`config.mk`:
```
export PLATFORM = sky130hd
export DESIGN_NAME = wmts_fifo
export DESIGN_NICKNAME = d
export VERILOG_FILES = /design/src/sv/wmts_fifo.sv
export SDC_FILE = /design/constraint.sdc
export NUM_CORES = 1
export LEC_CHECK = 0
export ABC_CLOCK_PERIOD_IN_PS = 2900
export BUFFER_PORTS_ARGS = -buffer_cell sky130_fd_sc_hd__buf_2
export CAP_MARGIN = 5
export CORE_UTILIZATION = 41
export DETAILED_ROUTE_END_ITERATION = 16
export SYNTH_ARGS = -nofsm -noshare
export SYNTH_HDL_FRONTEND = slang
export SYNTH_SLANG_ARGS = --single-unit
```
`constraint.sdc`:
```
create_clock -name aclk -period 2.9 [get_ports aclk]
set_clock_uncertainty 0.1 [all_clocks]
set_input_delay 0.145 -clock aclk [delete_from_list [all_inputs] [get_ports aclk]]
set_output_delay 0.145 -clock aclk [all_outputs]
set_load 0.01 [all_outputs]
```
`src/sv/wmts_fifo.sv`:
```
// Small register FIFO used for the classified-sample queue and the result queue.
// Standalone; depends on nothing.

`default_nettype none

module wmts_fifo #(
    parameter int WIDTH = 8,
    parameter int DEPTH = 4
) (
    input  logic                         aclk,
    input  logic                         aresetn,
    input  logic                         push,
    input  logic [WIDTH-1:0]             push_data,
    input  logic                         pop,
    output logic [WIDTH-1:0]             pop_data,
    output logic                         full,
    output logic                         empty,
    output logic [$clog2(DEPTH+1)-1:0]   count
);

    localparam int PW    = (DEPTH > 1) ? $clog2(DEPTH) : 1;
    localparam int CNT_W = $clog2(DEPTH + 1);

    logic [WIDTH-1:0] storage_reg [DEPTH];
    logic [PW-1:0]    wr_ptr_reg, wr_ptr_next;
    logic [PW-1:0]    rd_ptr_reg, rd_ptr_next;
    logic [CNT_W-1:0] count_reg, count_next;
    logic             wr_en, rd_en;

    assign full  = (count_reg == CNT_W'(DEPTH));
    assign empty = (count_reg == '0);
    assign wr_en = push && !full;
    assign rd_en = pop && !empty;

    always_comb begin
        wr_ptr_next = wr_ptr_reg;
        rd_ptr_next = rd_ptr_reg;
        if (wr_en) begin
            wr_ptr_next = (wr_ptr_reg == PW'(DEPTH - 1)) ? '0 : wr_ptr_reg + PW'(1);
        end
        if (rd_en) begin
            rd_ptr_next = (rd_ptr_reg == PW'(DEPTH - 1)) ? '0 : rd_ptr_reg + PW'(1);
        end
        count_next = count_reg + CNT_W'(wr_en) - CNT_W'(rd_en);
    end

    always_ff @(posedge aclk) begin
        if (!aresetn) begin
            wr_ptr_reg <= '0;
            rd_ptr_reg <= '0;
            count_reg  <= '0;
        end else begin
            wr_ptr_reg <= wr_ptr_next;
            rd_ptr_reg <= rd_ptr_next;
            count_reg  <= count_next;
        end
    end

    always_ff @(posedge aclk) begin
        if (wr_en) begin
            storage_reg[wr_ptr_reg] <= push_data;
        end
    end

    assign pop_data = storage_reg[rd_ptr_reg];
    assign count    = count_reg;

endmodule

`default_nettype wire

```
==> impl_metrics.tcl <==
set metrics [dict create \
    cts_tree "yes" \
    syn-num-nets 115 \
    setup_violations 0 \
    hold_class "in2reg" \
    p_int_mw 1.104 \
    place.detailed.hpwl_um 1769 \
    area_growth_pct 19.23 \
    cts_buffers 5 \
    wl_um 2551 \
    critical_path_arrival_ps 2490 \
    tightest_slew_ps 549.3 \
    portBuffers 24 \
    worstRegToRegCells 9 \
    drc 0 \
    power_frac_seq 0.519 \
    syn_inst 95 \
    nNetsFinal 150 \
    drive_gt1_frac 0.3435 \
    initial_core_util 0.4399 \
    clk_path_buf_depth 2 \
    maxCapViolCount 0 \
    fmax_mhz 415.8 \
    rsz0062_at_grt "false" \
    dr_total_vias 869 \
    largest_reg_flops 32 \
    p_total_mw 1.542 \
    yosysUniqueCellTypes 21 \
    htree_levels 2 \
    core-area_mm2 0.003771 \
    ctsRootBufferMaster "clkbuf_8" \
    path_cells "o31ai_2 > inv_1 > ha_1 > inv_1 > ha_1 > fa_1 > xnor2_1 > xnor2_1 > and2_1" \
    switching_power_uw 438.5 \
    switching_share 0.2844 \
    grt_start_max_net_pins 13 \
    io_pins 25 \
    period_share 0.8292 \
    die_x_um 65.61 \
    critPathKind "reg2reg" \
    cp_top_family "adder cells" \
    clkPwrFrac 0.224 \
    final_max_slew_viol_count 0 \
    finalCriticalPeriod_ps 2405 \
    peakVddDrop_mv 0.3408 \
    cp-end-kind "register" \
    p_leak_nw 0.7435 \
    synth-seq-area-share 0.6878 \
    clk_latency_ps 280 \
    path_max_fanout 5 \
    grt_pass1_wl_um 4264 \
    antenna_found_initial 0 \
    grt_pass1_vias 904 \
    grt.overflow.total 0 \
    routedWlPerCell_um 14.25 \
    cts_resized 0 \
    syn_area_mm2 0.001659 \
    avgViaCountPerCell 4.855 \
    grt.total_usage 0.1454 \
    tns_ps 0 \
    hold_violations 0 \
    synth_edf_count 32 \
    critPathBufInv 2 \
    die-area_mm2 0.004305 \
    drt_pre_antenna_iters 4 \
    die_height_um 65.61 \
    yosys_warnings 0 \
    synth_flop_cell "edfxtp_1" \
    clock-sinks 41 \
    drtIter0Drc 48 \
    critical_path.max_stage_delay_ps 420 \
    slowest_stage "o31ai_2" \
    cp-start-kind "register" \
    ys_ff_latch 41 \
    rows 22 \
    synth_area_per_cell_um2 17.46 \
    required_ps 2980 \
    power_density_mw_per_mm2 779.5 \
    hold_path_depth 3 \
    place.gp.congestion 0.6709 \
    worst-path-stages 9 \
    cts_setup_buffers 0 \
    power_frac_comb 0.258 \
    ant_nets 0 \
    slew_headroom 0.6333 \
    async_flop_share 0 \
    status "finished, final reports clean" \
    path_clk_slew_ps 70 \
    antenna_cells 0 \
]
power by group through the flow:
stage | clock [mW] | sequential, mW | combinational (mW)
2_1_floorplan | 0 | 0.779 | 0.300
3_3_place_gp | 0 | 0.811 | 0.386
3_5_place_dp | 0 | 0.817 | 0.396
4_1_cts | 0.358 | 0.805 | 0.406
5_1_grt | 0.377 | 0.819 | 0.449
6_report | 0.345 | 0.800 | 0.397
per-layer routing:
metal,global-route usage,wire length (um),part of all wire
met5,0,0,0
met4,0.06522,46,0.018
met3,0.04688,91,0.036
met2,0.2577,1298,0.51
met1,0.1563,1115,0.44
placed cells by master, fill, tap and decap left out:
cell	count
and2_1	4
and2_2	3
buf_2	24
clkbuf_1	1
clkbuf_8	5
clkinv_2	2
dfxtp_1	9
dlygate4sd3_1	8
edfxtp_1	32
fa_1	1
ha_1	7
inv_1	7
mux2i_1	2
mux4_2	8
nand2_1	6
nand3_1	2
nor2_1	2
nor2b_2	1
nor3_1	1
nor3b_4	1
o21ai_0	2
o31ai_2	1
xnor2_1	2
worst min-delay path, delay by kind of cell:
kind | cells | cell delay (ps)
buffers and inverters | 1 | 160
muxes | 1 | 60
and+or+nand+nor | 1 | 70
layout make-up:
| type | instances | area [um2] |
|---|---|---|
| fill | 316 | 1793 |
| sequential | 41 | 1141 |
| multi-input combinational | 43 | 467.9 |
| timing repair buffer | 32 | 200.2 |
| clock buffer | 6 | 72.57 |
| tap | 48 | 60.06 |
| inverter | 7 | 26.28 |
| clock inverter | 2 | 10.01 |
synthesized netlist by cell type, types with 2 or more instances:
library cell | instances | area, um2
and2_2 | 3 | 22.52
inv_1 | 7 | 26.28
nand2_1 | 6 | 22.52
mux2i_1 | 2 | 20.02
nand3_1 | 2 | 10.01
xnor2_1 | 2 | 17.52
mux4_2 | 8 | 180.2
and2_1 | 4 | 25.02
nor2_1 | 2 | 7.510
edfxtp_1 | 32 | 960.9
clkbuf_1 | 2 | 7.510
dfxtp_1 | 9 | 180.2
ha_1 | 7 | 87.58
o21ai_0 | 2 | 10.01
cell families after synthesis:
group	count (synthesis)	synth area share
fa+ha+maj	8	0.06485
simple gates	20	0.07240
mux	10	0.1207
compound gates	3	0.01357
xor+xnor	2	0.01056
flops	41	0.6878
buf+inv	11	0.03017
worst paths after layout:
path                               startpoint       endpoint  slack [ps]
worst max-delay path                 count[1]       count[2]         500
worst min-delay path                  aresetn  wr_ptr_reg[0]         110
worst max register to register       count[1]       count[2]         500
worst min register to register  wr_ptr_reg[1]  wr_ptr_reg[1]         420
per-stage QoR:
stage	cell area, um2	setup WS (ps)	cells	hold slack [ps]	utilization
3_5_place_dp	1815	513.8	163	263.3	0.4814
2_1_floorplan	1659	624.5	95	143.9	-
4_1_cts	1978	502.9	179	97.99	0.5246
6_report	1978	495.2	179	106.2	0.5246
5_1_grt	1978	262.3	179	120.4	0.5246
3_3_place_gp	1815	585.8	163	256.6	0.4814
repair_timing:
item / CTS / global route
endpoints found under the setup margin: 0 / 0
hold buffers: 8 / 0
endpoints found under the hold margin: 32 / 0
No activity file was read; power rests on OpenSTA's default activity.
