===== src/sv/wmts_pkg.sv =====
// Shared types, constants and helpers for the window mean threshold select block.
// Used by the top level, front end, back end, checker and testbench; depends on nothing else.

`default_nettype none

package wmts_pkg;

    // Default sizing of the line store and column sums.
    localparam int MAX_WIDTH_DEF = 1024;
    localparam int MAX_WIN_DEF   = 32;
    localparam int ROWS_MAX      = 1024;

    // Field widths fixed by the stream format.
    localparam int ROW_W       = 10;
    localparam int X_W         = 16;
    localparam int COLSUM_W    = 21;
    localparam int SUM_W       = 26;
    localparam int COORD_W     = 10;
    localparam int S_TDATA_W   = 16;
    localparam int M_TDATA_W   = 48;
    localparam int RES_W       = 2 * COORD_W + SUM_W;

    // Configuration port.
    localparam int IMG_DIM_W  = 11;
    localparam int WIN_DIM_W  = 6;
    localparam int THR_W      = 16;
    localparam int CFG_IDX_W  = 3;
    localparam int CFG_DATA_W = 16;

    localparam logic [IMG_DIM_W-1:0] IMAGE_WIDTH_RST  = IMG_DIM_W'(640);
    localparam logic [IMG_DIM_W-1:0] IMAGE_HEIGHT_RST = IMG_DIM_W'(480);
    localparam logic [WIN_DIM_W-1:0] WIN_WIDTH_RST    = WIN_DIM_W'(8);
    localparam logic [WIN_DIM_W-1:0] WIN_HEIGHT_RST   = WIN_DIM_W'(8);
    localparam logic [THR_W-1:0]     THRESHOLD_RST    = THR_W'(32768);

    // Queue depths between front end, back end and output.
    localparam int QUEUE_DEPTH = 4;
    localparam int OUT_DEPTH   = 4;
    localparam int OUT_CNT_W   = $clog2(OUT_DEPTH + 1);

    typedef enum logic [CFG_IDX_W-1:0] {
        REG_IMAGE_WIDTH  = 3'd0,
        REG_IMAGE_HEIGHT = 3'd1,
        REG_WIN_WIDTH    = 3'd2,
        REG_WIN_HEIGHT   = 3'd3,
        REG_THRESHOLD    = 3'd4
    } cfg_index_t;

    typedef struct packed {
        logic [IMG_DIM_W-1:0] image_width;
        logic [IMG_DIM_W-1:0] image_height;
        logic [WIN_DIM_W-1:0] win_width;
        logic [WIN_DIM_W-1:0] win_height;
        logic [THR_W-1:0]     threshold;
    } wmts_cfg_t;

    // What the front end decided about one sample.
    typedef struct packed {
        logic first_row;   // row 0: column sum restarts
        logic sub_old;     // a row leaves the vertical window
        logic first_col;   // column 0: window sum restarts
        logic sub_left;    // a column leaves the horizontal window
        logic emit;        // a full window completes here
    } wmts_flags_t;

    function automatic int clamp_u(input int v, input int lo, input int hi);
        int res;
        res = v;
        if (v < lo) begin
            res = lo;
        end else if (v > hi) begin
            res = hi;
        end
        return res;
    endfunction

endpackage

`default_nettype wire


===== src/sv/wmts_front.sv =====
// Front end: keeps the raster position and classifies each accepted sample.
// Depends on wmts_pkg; feeds the sample queue in the top level.

`default_nettype none

module wmts_front #(
    parameter int MAX_WIDTH = 1024,
    parameter int MAX_WIN   = 32
) (
    input  logic                              aclk,
    input  logic                              aresetn,
    input  wmts_pkg::wmts_cfg_t               cfg,
    input  logic                              accept,
    input  logic                              frame_start,
    output logic [$clog2(MAX_WIDTH)-1:0]      col,
    output logic [$clog2(MAX_WIDTH)-1:0]      left_col,
    output logic [$clog2(MAX_WIN)-1:0]        cur_slot,
    output logic [$clog2(MAX_WIN)-1:0]        old_slot,
    output logic [wmts_pkg::COORD_W-1:0]      win_col,
    output logic [wmts_pkg::COORD_W-1:0]      win_row,
    output wmts_pkg::wmts_flags_t             flags
);

    import wmts_pkg::*;

    localparam int CW   = $clog2(MAX_WIDTH);
    localparam int EW_W = $clog2(MAX_WIDTH + 1);
    localparam int SW   = $clog2(MAX_WIN);
    localparam int WW_W = $clog2(MAX_WIN + 1);
    localparam int LW   = ((CW + 1 > WW_W) ? CW + 1 : WW_W) + 1;
    localparam int EH_W = $clog2(ROWS_MAX + 1);

    logic [CW-1:0]    col_reg, col_next;
    logic [ROW_W-1:0] row_reg, row_next;
    logic [SW-1:0]    slot_reg, slot_next;

    logic [EW_W-1:0]  ew;
    logic [EH_W-1:0]  eh;
    logic [WW_W-1:0]  ww, wh;
    logic [CW-1:0]    c;
    logic [ROW_W-1:0] r;
    logic [SW-1:0]    s;
    logic [CW:0]      c1;
    logic [ROW_W:0]   r1;
    logic [WW_W:0]    slot_x;

    always_comb begin
        ew = EW_W'(clamp_u(int'(cfg.image_width), 1, MAX_WIDTH));
        eh = EH_W'(clamp_u(int'(cfg.image_height), 1, ROWS_MAX));
        ww = WW_W'(clamp_u(int'(cfg.win_width), 1, MAX_WIN));
        wh = WW_W'(clamp_u(int'(cfg.win_height), 1, MAX_WIN));
    end

    // A frame start beat is column 0, row 0 whatever the counters say.
    assign c  = frame_start ? '0 : col_reg;
    assign r  = frame_start ? '0 : row_reg;
    assign s  = frame_start ? '0 : slot_reg;
    assign c1 = (CW + 1)'(c) + (CW + 1)'(1);
    assign r1 = (ROW_W + 1)'(r) + (ROW_W + 1)'(1);
    assign slot_x = (WW_W + 1)'(s);

    always_comb begin
        flags.first_row = (r == '0);
        flags.sub_old   = ((ROW_W + 1)'(r) >= (ROW_W + 1)'(wh));
        flags.first_col = (c == '0);
        flags.sub_left  = (LW'(c) >= LW'(ww));
        flags.emit      = (LW'(r1) >= LW'(wh)) && (LW'(c1) >= LW'(ww));

        col      = c;
        cur_slot = s;
        // Slot of the row leaving the window, modulo the line store depth.
        if (slot_x >= (WW_W + 1)'(wh)) begin
            old_slot = SW'(slot_x - (WW_W + 1)'(wh));
        end else begin
            old_slot = SW'(slot_x + (WW_W + 1)'(MAX_WIN) - (WW_W + 1)'(wh));
        end
        left_col = flags.sub_left ? CW'(LW'(c) - LW'(ww)) : '0;
        win_col  = COORD_W'(LW'(c1) - LW'(ww));
        win_row  = COORD_W'(LW'(r1) - LW'(wh));
    end

    always_comb begin
        col_next  = col_reg;
        row_next  = row_reg;
        slot_next = slot_reg;
        if (accept) begin
            if (LW'(c1) >= LW'(ew)) begin
                col_next = '0;
                if (LW'(r1) >= LW'(eh)) begin
                    row_next  = '0;
                    slot_next = '0;
                end else begin
                    row_next  = r1[ROW_W-1:0];
                    slot_next = (s == SW'(MAX_WIN - 1)) ? '0 : s + SW'(1);
                end
            end else begin
                col_next  = c1[CW-1:0];
                row_next  = r;
                slot_next = s;
            end
        end
    end

    always_ff @(posedge aclk) begin
        if (!aresetn) begin
            col_reg  <= '0;
            row_reg  <= '0;
            slot_reg <= '0;
        end else begin
            col_reg  <= col_next;
            row_reg  <= row_next;
            slot_reg <= slot_next;
        end
    end

endmodule

`default_nettype wire


===== config.mk =====
export PLATFORM = sky130hd
export DESIGN_NAME = wmts_front
export DESIGN_NICKNAME = d
export VERILOG_FILES = /design/src/sv/wmts_pkg.sv /design/src/sv/wmts_front.sv
export SDC_FILE = /design/constraint.sdc
export NUM_CORES = 1
export LEC_CHECK = 0
export ABC_AREA = 1
export BUFFER_PORTS_ARGS = -buffer_cell sky130_fd_sc_hd__buf_4
export CORE_MARGIN = 2
export CORE_UTILIZATION = 40
export CTS_BUF_LIST = sky130_fd_sc_hd__clkbuf_16
export DETAILED_ROUTE_END_ITERATION = 8
export GPL_TIMING_DRIVEN = 0
export HOLD_SLACK_MARGIN = 0.03
export PLACE_DENSITY = 0.71
export SYNTH_ARGS = -nofsm -noshare
export SYNTH_HDL_FRONTEND = slang
export SYNTH_SLANG_ARGS = --single-unit

===== constraint.sdc =====
create_clock -name aclk -period 2.7 [get_ports aclk]
set_input_delay 0.135 -clock aclk [delete_from_list [all_inputs] [get_ports aclk]]
set_output_delay 0.135 -clock aclk [all_outputs]
set_load 0.02 [all_outputs]

==> results of run 1 <==
stage by stage:
step | hold slack, ps | power, mW | util (%) | setup WS, ps | instances
5_1_grt | 176 | 1.78 | 62.5 | -187 | 947
3_5_place_dp | 435 | 1.17 | 50.5 | -801 | 896
2_1_floorplan | 273 | 0.884 | - | 0.730 | 671
6_report | 166 | 1.69 | 62.5 | -54.2 | 947
4_1_cts | 163 | 1.55 | 55.2 | -20.0 | 915
3_3_place_gp | 430 | 1.15 | 50.5 | -792 | 896
power by group:
part           leakage [nW]  internal (mW)  switching, mW
sequential            0.208          0.383         0.0111
combinational          2.70          0.408          0.558
clock                0.0423          0.198          0.134
total                  2.95          0.989          0.702
worst max path at each step:
stage | slack (ps) | start | endpoint
after detailed placement | -800 | frame_start | slot_reg[3]$_SDFFE_PN0P_
final | -50 | col_reg[0]$_SDFFE_PN0P_ | col_reg[5]$_SDFFE_PN0P_
after CTS | -20 | row_reg[1]$_SDFFE_PN0P_ | flags[0]
after global placement | -790 | frame_start | slot_reg[3]$_SDFFE_PN0P_
after floorplan | 0.7 | col_reg[0]$_SDFFE_PN0P_ | row_reg[8]$_SDFFE_PN0P_
after global routing | -190 | col_reg[4]$_SDFFE_PN0P_ | col_reg[5]$_SDFFE_PN0P_
cells in the final DEF (no fill, tap or decap), drive strengths merged:
cell,Yosys,final
dfxtp,25,25
nand3b,1,1
nor3b,2,2
fa,4,4
and2,1,1
nor4,3,3
clkbuf,4,7
nor2,115,115
nand2,179,179
a21o,1,1
buf,5,144
ha,56,56
xnor2,10,10
o221ai,1,1
a21oi,43,43
xor2,18,18
nand3,38,38
a2111oi,1,1
inv,98,99
a22oi,4,4
a211oi,1,1
o21ai,33,33
o21bai,2,2
nor3,14,14
a31oi,3,3
nand4,8,8
clkinv,1,1
routing by layer:
metal	routed length (um)	vias up	global-route usage [%]	share of wire [%]
met4	342	0	7.05	2.4
met5	0	-	0	0
met3	543	34	1.56	3.9
met2	7440	167	41.0	53
li1	-	2444	-	-
met1	5740	2293	26.6	41
worst max-delay path, stage by stage, from the launching register on:
cell and delay [ps]:
dfxtp_2 330, inv_2 40, nor2_4 190, ha_4 180
nand3_4 120, nor2_4 140, nand2_1 50, nand2_1 70
nand2_2 80, inv_4 90, ha_4 220, a21oi_1 180
nand3_1 140, nand2_2 120, nand3_4 160, nor2_4 200
buf_6 160, a22oi_1 80, nor2_1 120
final cells by class:
class	instances	area, um^2
multi-input cells	538	3840
fillers	846	3680
repair buffers	139	1080
flip-flops and latches	25	513
inverters	99	384
well taps	133	166
plain buffers	9	76.3
clock buffers	3	75.1
clock inverters	1	3.75
kinds of logic after synthesis:
family	synth area share, %
adder cells (fa/ha/maj)	19.1
AO/OA/AOI/OAI	11.9
AND/OR/NAND/NOR	40.0
flip-flops	12.3
buffers and inverters	10.6
XOR/XNOR	6.01
repair_timing:
action | CTS | global route
pin swaps | 21 | 71
cloned | 0 | 2
hold buffers | 0 | 0
setup buffers | 15 | 30
setup endpoints to repair | 48 | 44
gates resized for setup | 61 | 138
==> impl_summary.log, run 1 <==
[metrics] placer congestion estimate: 0.882
[metrics] number of antenna violations at the first check in global routing: 0
[metrics] Arr. time, crit path: 2950 ps
[metrics] flops & latches, synth: 25
[metrics] path type of the worst setup path: reg -> reg
[metrics] crit path launch type: register
[metrics] most used standard cells in the synthesized netlist: nand2_1 (170), nor2_1 (97), inv_1 (91)
[metrics] area of the core: 9820 um^2
[metrics] area growth from synthesis to final layout: 50.5%
[metrics] post-CTS clock slew at the launch and capture registers of the worst setup and hold paths: 70 ps
[metrics] async set-reset flop share out of synthesis: 0%
[metrics] number of diodes: 0
[metrics] initial core utilization: 41.5%
[metrics] final hold violation count: 0
[metrics] areal power density over the cells: 276 nW/um^2
[metrics] Yosys warning count: 0
[metrics] Yosys top cell by area: ha_1
[metrics] fraction of post-synthesis cell area in the top cell type by area: 17.2%
[metrics] half-perimeter wire length after placement: 9860 um
[metrics] post-synthesis area per instance: 6.08 um^2
[metrics] worst min path class: in -> reg
[metrics] number of max-cap violations: 0
[metrics] DR WL/cell: 14.9 um
[metrics] Crit Reg-Reg Endpoint: col_reg[5]$_SDFFE_PN0P_
[metrics] Placed Instance Area: 4960 um^2
[metrics] iteration-0 DRC count of the detailed router: 257
[metrics] global-route wire length before repair: 20500 um
[metrics] Worst Reg-to-Reg Cells: 18
[metrics] Most used DFF post-synth: dfxtp_1
[metrics] DRC viols: 0
[metrics] worst slew pin tran: 565 ps
[metrics] share of final-layout standard cells stronger than drive strength 1: 39.4%
[metrics] summed area of non-filler cells in the final layout: 6140 um^2
[metrics] clock sink count: 25
[metrics] number of buffers created by CTS: 3
[metrics] Tot GR Track Use: 22.0%
[metrics] number of distinct library cell variants in the gate-level netlist after synthesis: 43
[metrics] final number of max-transition violations: 0
[metrics] Data required, critical path: 2890 ps
[metrics] Fmax achieved: 0.363 GHz
[metrics] final clock period utilization by the worst path: 102%
[metrics] result of the run: complete, but fails checks
[metrics] Top-Level Pins: 109
[metrics] Max Buffers Root-to-Sink: 2
[metrics] cell types with the largest area share after synthesis: ha_1 (17%), nand2_1 (16%), dfxtp_1 (12%)
[metrics] Die Area: 11000 um^2
[metrics] global route overflow: 0
[metrics] leakage power: 2.95 nW
[metrics] CTS tree: yes
[metrics] crit path capture type: register
[metrics] Synth Instances: 671
[metrics] number of rows created at floorplan: 36
[metrics] overall routed net length: 14100 um
[metrics] width of the die: 105 um
[metrics] PortBufs: 92
[metrics] NumNets Final: 929
[metrics] final count of negative-setup-slack endpoints: 18
[metrics] maximum fanout count along the critical path: 6
[metrics] Post-Synthesis Net Count: 785
[metrics] drt via density: 5.21
[metrics] antenna violation net count after detailed routing: 0
[metrics] most repeated cell in the gate-level netlist after synthesis: nand2_1
[metrics] EDFF count, synth: 0
[metrics] end of the worst hold path: col_reg[9]$_SDFFE_PN0P_
[metrics] vias in the first global route: 4599
[metrics] TNS Setup: -553 ps
[metrics] hold depth: 3
[metrics] latest clock arrival within the worst-skew pair: 260 ps
[metrics] maximum vdd drop: 0.286 mV
[metrics] slack of the worst reg-to-reg path: -50 ps
[metrics] setup repair after global routing missed its margin: true
[metrics] sequential-to-total area share from yosys stat: 12.3%
[metrics] Max H-tree Level: 1
[metrics] min setup slack post-route: -54.2 ps
[metrics] number of vias in the routed layout: 4938
[metrics] drt pass-1 iters: 7
[metrics] minimum clock period: 2750 ps
[metrics] post-synthesis cell area: 4080 um^2
[metrics] Relative slew margins: 62.3%
[metrics] pin count of the biggest net entering global routing: 14
[metrics] master cell of the clock root buffer: clkbuf_16
[metrics] failing checks: negative setup slack
[metrics] vertical die dimension: 105 um
[metrics] launching point of the worst reg2reg path: col_reg[0]$_SDFFE_PN0P_
[metrics] skew final: 4.63 ps
[metrics] HP Start: aresetn
No activity file was read; power rests on OpenSTA's default activity.
==> run 2: changes to the inputs <==
CTS_BUF_LIST = sky130_fd_sc_hd__clkbuf_8   (was sky130_fd_sc_hd__clkbuf_16)
==> impl_summary.log, run 2 (same netlist as run 1, synthesis figures left out) <==
[metrics] area of the core: 9820 um^2 (unchanged)
[metrics] vertical die dimension: 105 um (unchanged)
[metrics] slack of the worst reg-to-reg path: -40 ps (about the same)
[metrics] Worst Reg-to-Reg Cells: 18 (unchanged)
[metrics] final clock period utilization by the worst path: 105% (+3.1 points)
[metrics] number of cells after detailed placement: 896 (unchanged)
[metrics] maximum fanout count along the critical path: 4 (-2)
[metrics] iteration-0 DRC count of the detailed router: 308 (+20%)
[metrics] Worst Path Buf+Inv: 3 (unchanged)
[metrics] TNS Setup: -620 ps (-67.0 ps)
[metrics] CTS Hold Bufs: 0 (unchanged)
[metrics] worst min path class: in -> reg
[metrics] leakage power: 2.94 nW (-0.39%)
[metrics] fill cell instance count of the final layout: 867 (+2.5%)
[metrics] Arr. time, crit path: 2700 ps (-250 ps)
[metrics] global-route wire length before repair: 20800 um (+1.2%)
[metrics] NumNets Final: 927 (-0.22%)
[metrics] crit path launch type: register
[metrics] drt pass-1 iters: 7 (unchanged)
[metrics] HP Start: aresetn
[metrics] path type of the worst setup path: reg -> out
[metrics] placer congestion estimate: 0.882 (unchanged)
[metrics] share of final-layout standard cells stronger than drive strength 1: 39.3% (-0.15 points)
[metrics] smallest hold slack: 148 ps (-17.8 ps)
[metrics] CP max-delay cell: dfxtp_2
[metrics] launching point of the worst reg2reg path: col_reg[0]$_SDFFE_PN0P_
[metrics] Top-Level Pins: 109 (unchanged)
[metrics] width of the die: 105 um (unchanged)
[metrics] PortBufs: 92 (unchanged)
[metrics] min setup slack post-route: -137 ps (-82.9 ps)
[metrics] CTS tree: yes
[metrics] end of the worst hold path: col_reg[9]$_SDFFE_PN0P_
[metrics] met2 GRT Util: 42.5% (+1.4 points)
[metrics] final number of max-transition violations: 0 (unchanged)
[metrics] Crit. path cell count: 14 (-4)
[metrics] skew final: 2.23 ps (-2.40 ps)
[metrics] Max H-tree Level: 1 (unchanged)
[metrics] drt via density: 5.28 (+1.2%)
[metrics] ordered cell list for the critical path: inv_2 > nor2_4 > ha_4 > nand3_4 > o21ai_2 > inv_2 > ha_4 > a21oi_2 > nand3_2 > a21oi_2 > nand4_1 > nor2_2 > nor2_1 > buf_4
[metrics] Max Buffers Root-to-Sink: 2 (unchanged)
[metrics] DR WL/cell: 14.7 um (-0.96%)
[metrics] Relative slew margins: 58.5% (-3.8 points)
[metrics] Data required, critical path: 2570 ps (-320 ps)
[metrics] Placed Instance Area: 4960 um^2 (unchanged)
[metrics] filler-free cell count of the finished design: 945 (-0.21%)
[metrics] Power Total: 1.56 mW (-7.8%)
[metrics] crit path capture type: output port
[metrics] vias in the first global route: 4644 (+0.98%)
[metrics] Fmax achieved: 0.352 GHz (-2.9%)
[metrics] most heavily used metal layer in global routing: met2
[metrics] maximum cell stage delay along the critical path: 340 ps (about the same)
[metrics] commonest non-fill, non-tap cell in the layout: nand2_1
[metrics] areal power density over the cells: 257 nW/um^2 (-6.6%)
[metrics] number of buffers created by CTS: 3 (unchanged)
[metrics] number of vias in the routed layout: 4986 (+0.97%)
[metrics] kind of cell with the highest combined delay on the critical path: simple AND/OR/NAND/NOR gates
[metrics] highest-count cells in the layout ignoring fill and taps: nand2_1 (145), buf_4 (132), inv_1 (75)
[metrics] Die Area: 11000 um^2 (unchanged)
[metrics] overall routed net length: 13900 um (-1.2%)
[metrics] number of max-cap violations: 0 (unchanged)
[metrics] met1 track utilization from global routing: 26.7% (+0.086 points)
[metrics] DRC viols: 0 (unchanged)
[metrics] setup repair after global routing missed its margin: true
[metrics] global route overflow: 0 (unchanged)
[metrics] worst slew pin tran: 622 ps (+57.1 ps)
[metrics] post-CTS clock slew at the launch and capture registers of the worst setup and hold paths: 90 ps (+20 ps)
[metrics] final count of negative-setup-slack endpoints: 14 (-4)
[metrics] met3 GRT Util: 1.31% (-0.25 points)
[metrics] Crit Reg-Reg Endpoint: col_reg[4]$_SDFFE_PN0P_
[metrics] failing checks: negative setup slack
[metrics] area growth from synthesis to final layout: 48.6%
[metrics] final hold violation count: 0 (unchanged)
[metrics] number of diodes: 0 (unchanged)
[metrics] clock sink count: 25 (unchanged)
[metrics] Tot GR Track Use: 22.3% (+0.24 points)
[metrics] maximum vdd drop: 0.191 mV (-33%)
[metrics] hold depth: 3 (unchanged)
[metrics] pin count of the biggest net entering global routing: 14 (unchanged)
[metrics] result of the run: complete, but fails checks
[metrics] number of rows created at floorplan: 36 (unchanged)
[metrics] initial core utilization: 41.5% (unchanged)
[metrics] master cell of the clock root buffer: clkbuf_8
[metrics] latest clock arrival within the worst-skew pair: 270 ps (about the same)
[metrics] post-placement setup slack: -801 ps (unchanged)
[metrics] antenna violation net count after detailed routing: 0 (unchanged)
[metrics] summed area of non-filler cells in the final layout: 6060 um^2 (-1.3%)
[metrics] number of antenna violations at the first check in global routing: 0 (unchanged)
[metrics] utilization of the core after routing: 61.7% (-0.79 points)
[metrics] minimum clock period: 2840 ps (+82.9 ps)
[metrics] half-perimeter wire length after placement: 9860 um (unchanged)
run 2: per-layer routing:
metal  routed length, um  share of wire, %
met5                   0                 0
met4                 394               2.8
met3                 656               4.7
met2                7260                52
met1                5590                40
run 2: cell type report:
class / instances / area (um^2) / area share (%)
plain buffers: 9 / 81.3 / 1.34
clock buffers: 3 / 41.3 / 0.681
clock inverters: 1 / 3.75 / 0.0619
inverters: 99 / 382 / 6.30
multi-input cells: 538 / 3830 / 63.2
flip-flops and latches: 25 / 514 / 8.49
well taps: 133 / 166 / 2.75
repair buffers: 136 / 1040 / 17.1
repair inverters: 1 / 6.26 / 0.103
run 2: worst max path at each step:
stage                            start                       end  slack [ps]
2_1_floorplan  col_reg[0]$_SDFFE_PN0P_   row_reg[8]$_SDFFE_PN0P_         0.7
3_5_place_dp               frame_start  slot_reg[3]$_SDFFE_PN0P_        -800
5_1_grt        col_reg[0]$_SDFFE_PN0P_                  flags[0]        -240
4_1_cts        row_reg[0]$_SDFFE_PN0P_                win_row[8]         -20
3_3_place_gp               frame_start  slot_reg[3]$_SDFFE_PN0P_        -790
6_report       col_reg[0]$_SDFFE_PN0P_                  flags[0]        -140
run 2: where the power goes:
part	leakage [nW]	internal, mW	switching, mW
Clock	0.0269	0.102	0.124
Sequential	0.208	0.383	0.0105
Combinational	2.71	0.390	0.551
run 2: tightest hold or removal path, stage by stage:
cell and delay, ps:
buf_4 130, o21ai_0 70, a21oi_1 40
run 2: repair_timing:
action                     in CTS  in global routing
setup endpoints to repair      48                 45
pin swaps                      28                 59
gates cloned                    0                  3
buffers inserted               20                 22
resized for setup              70                125
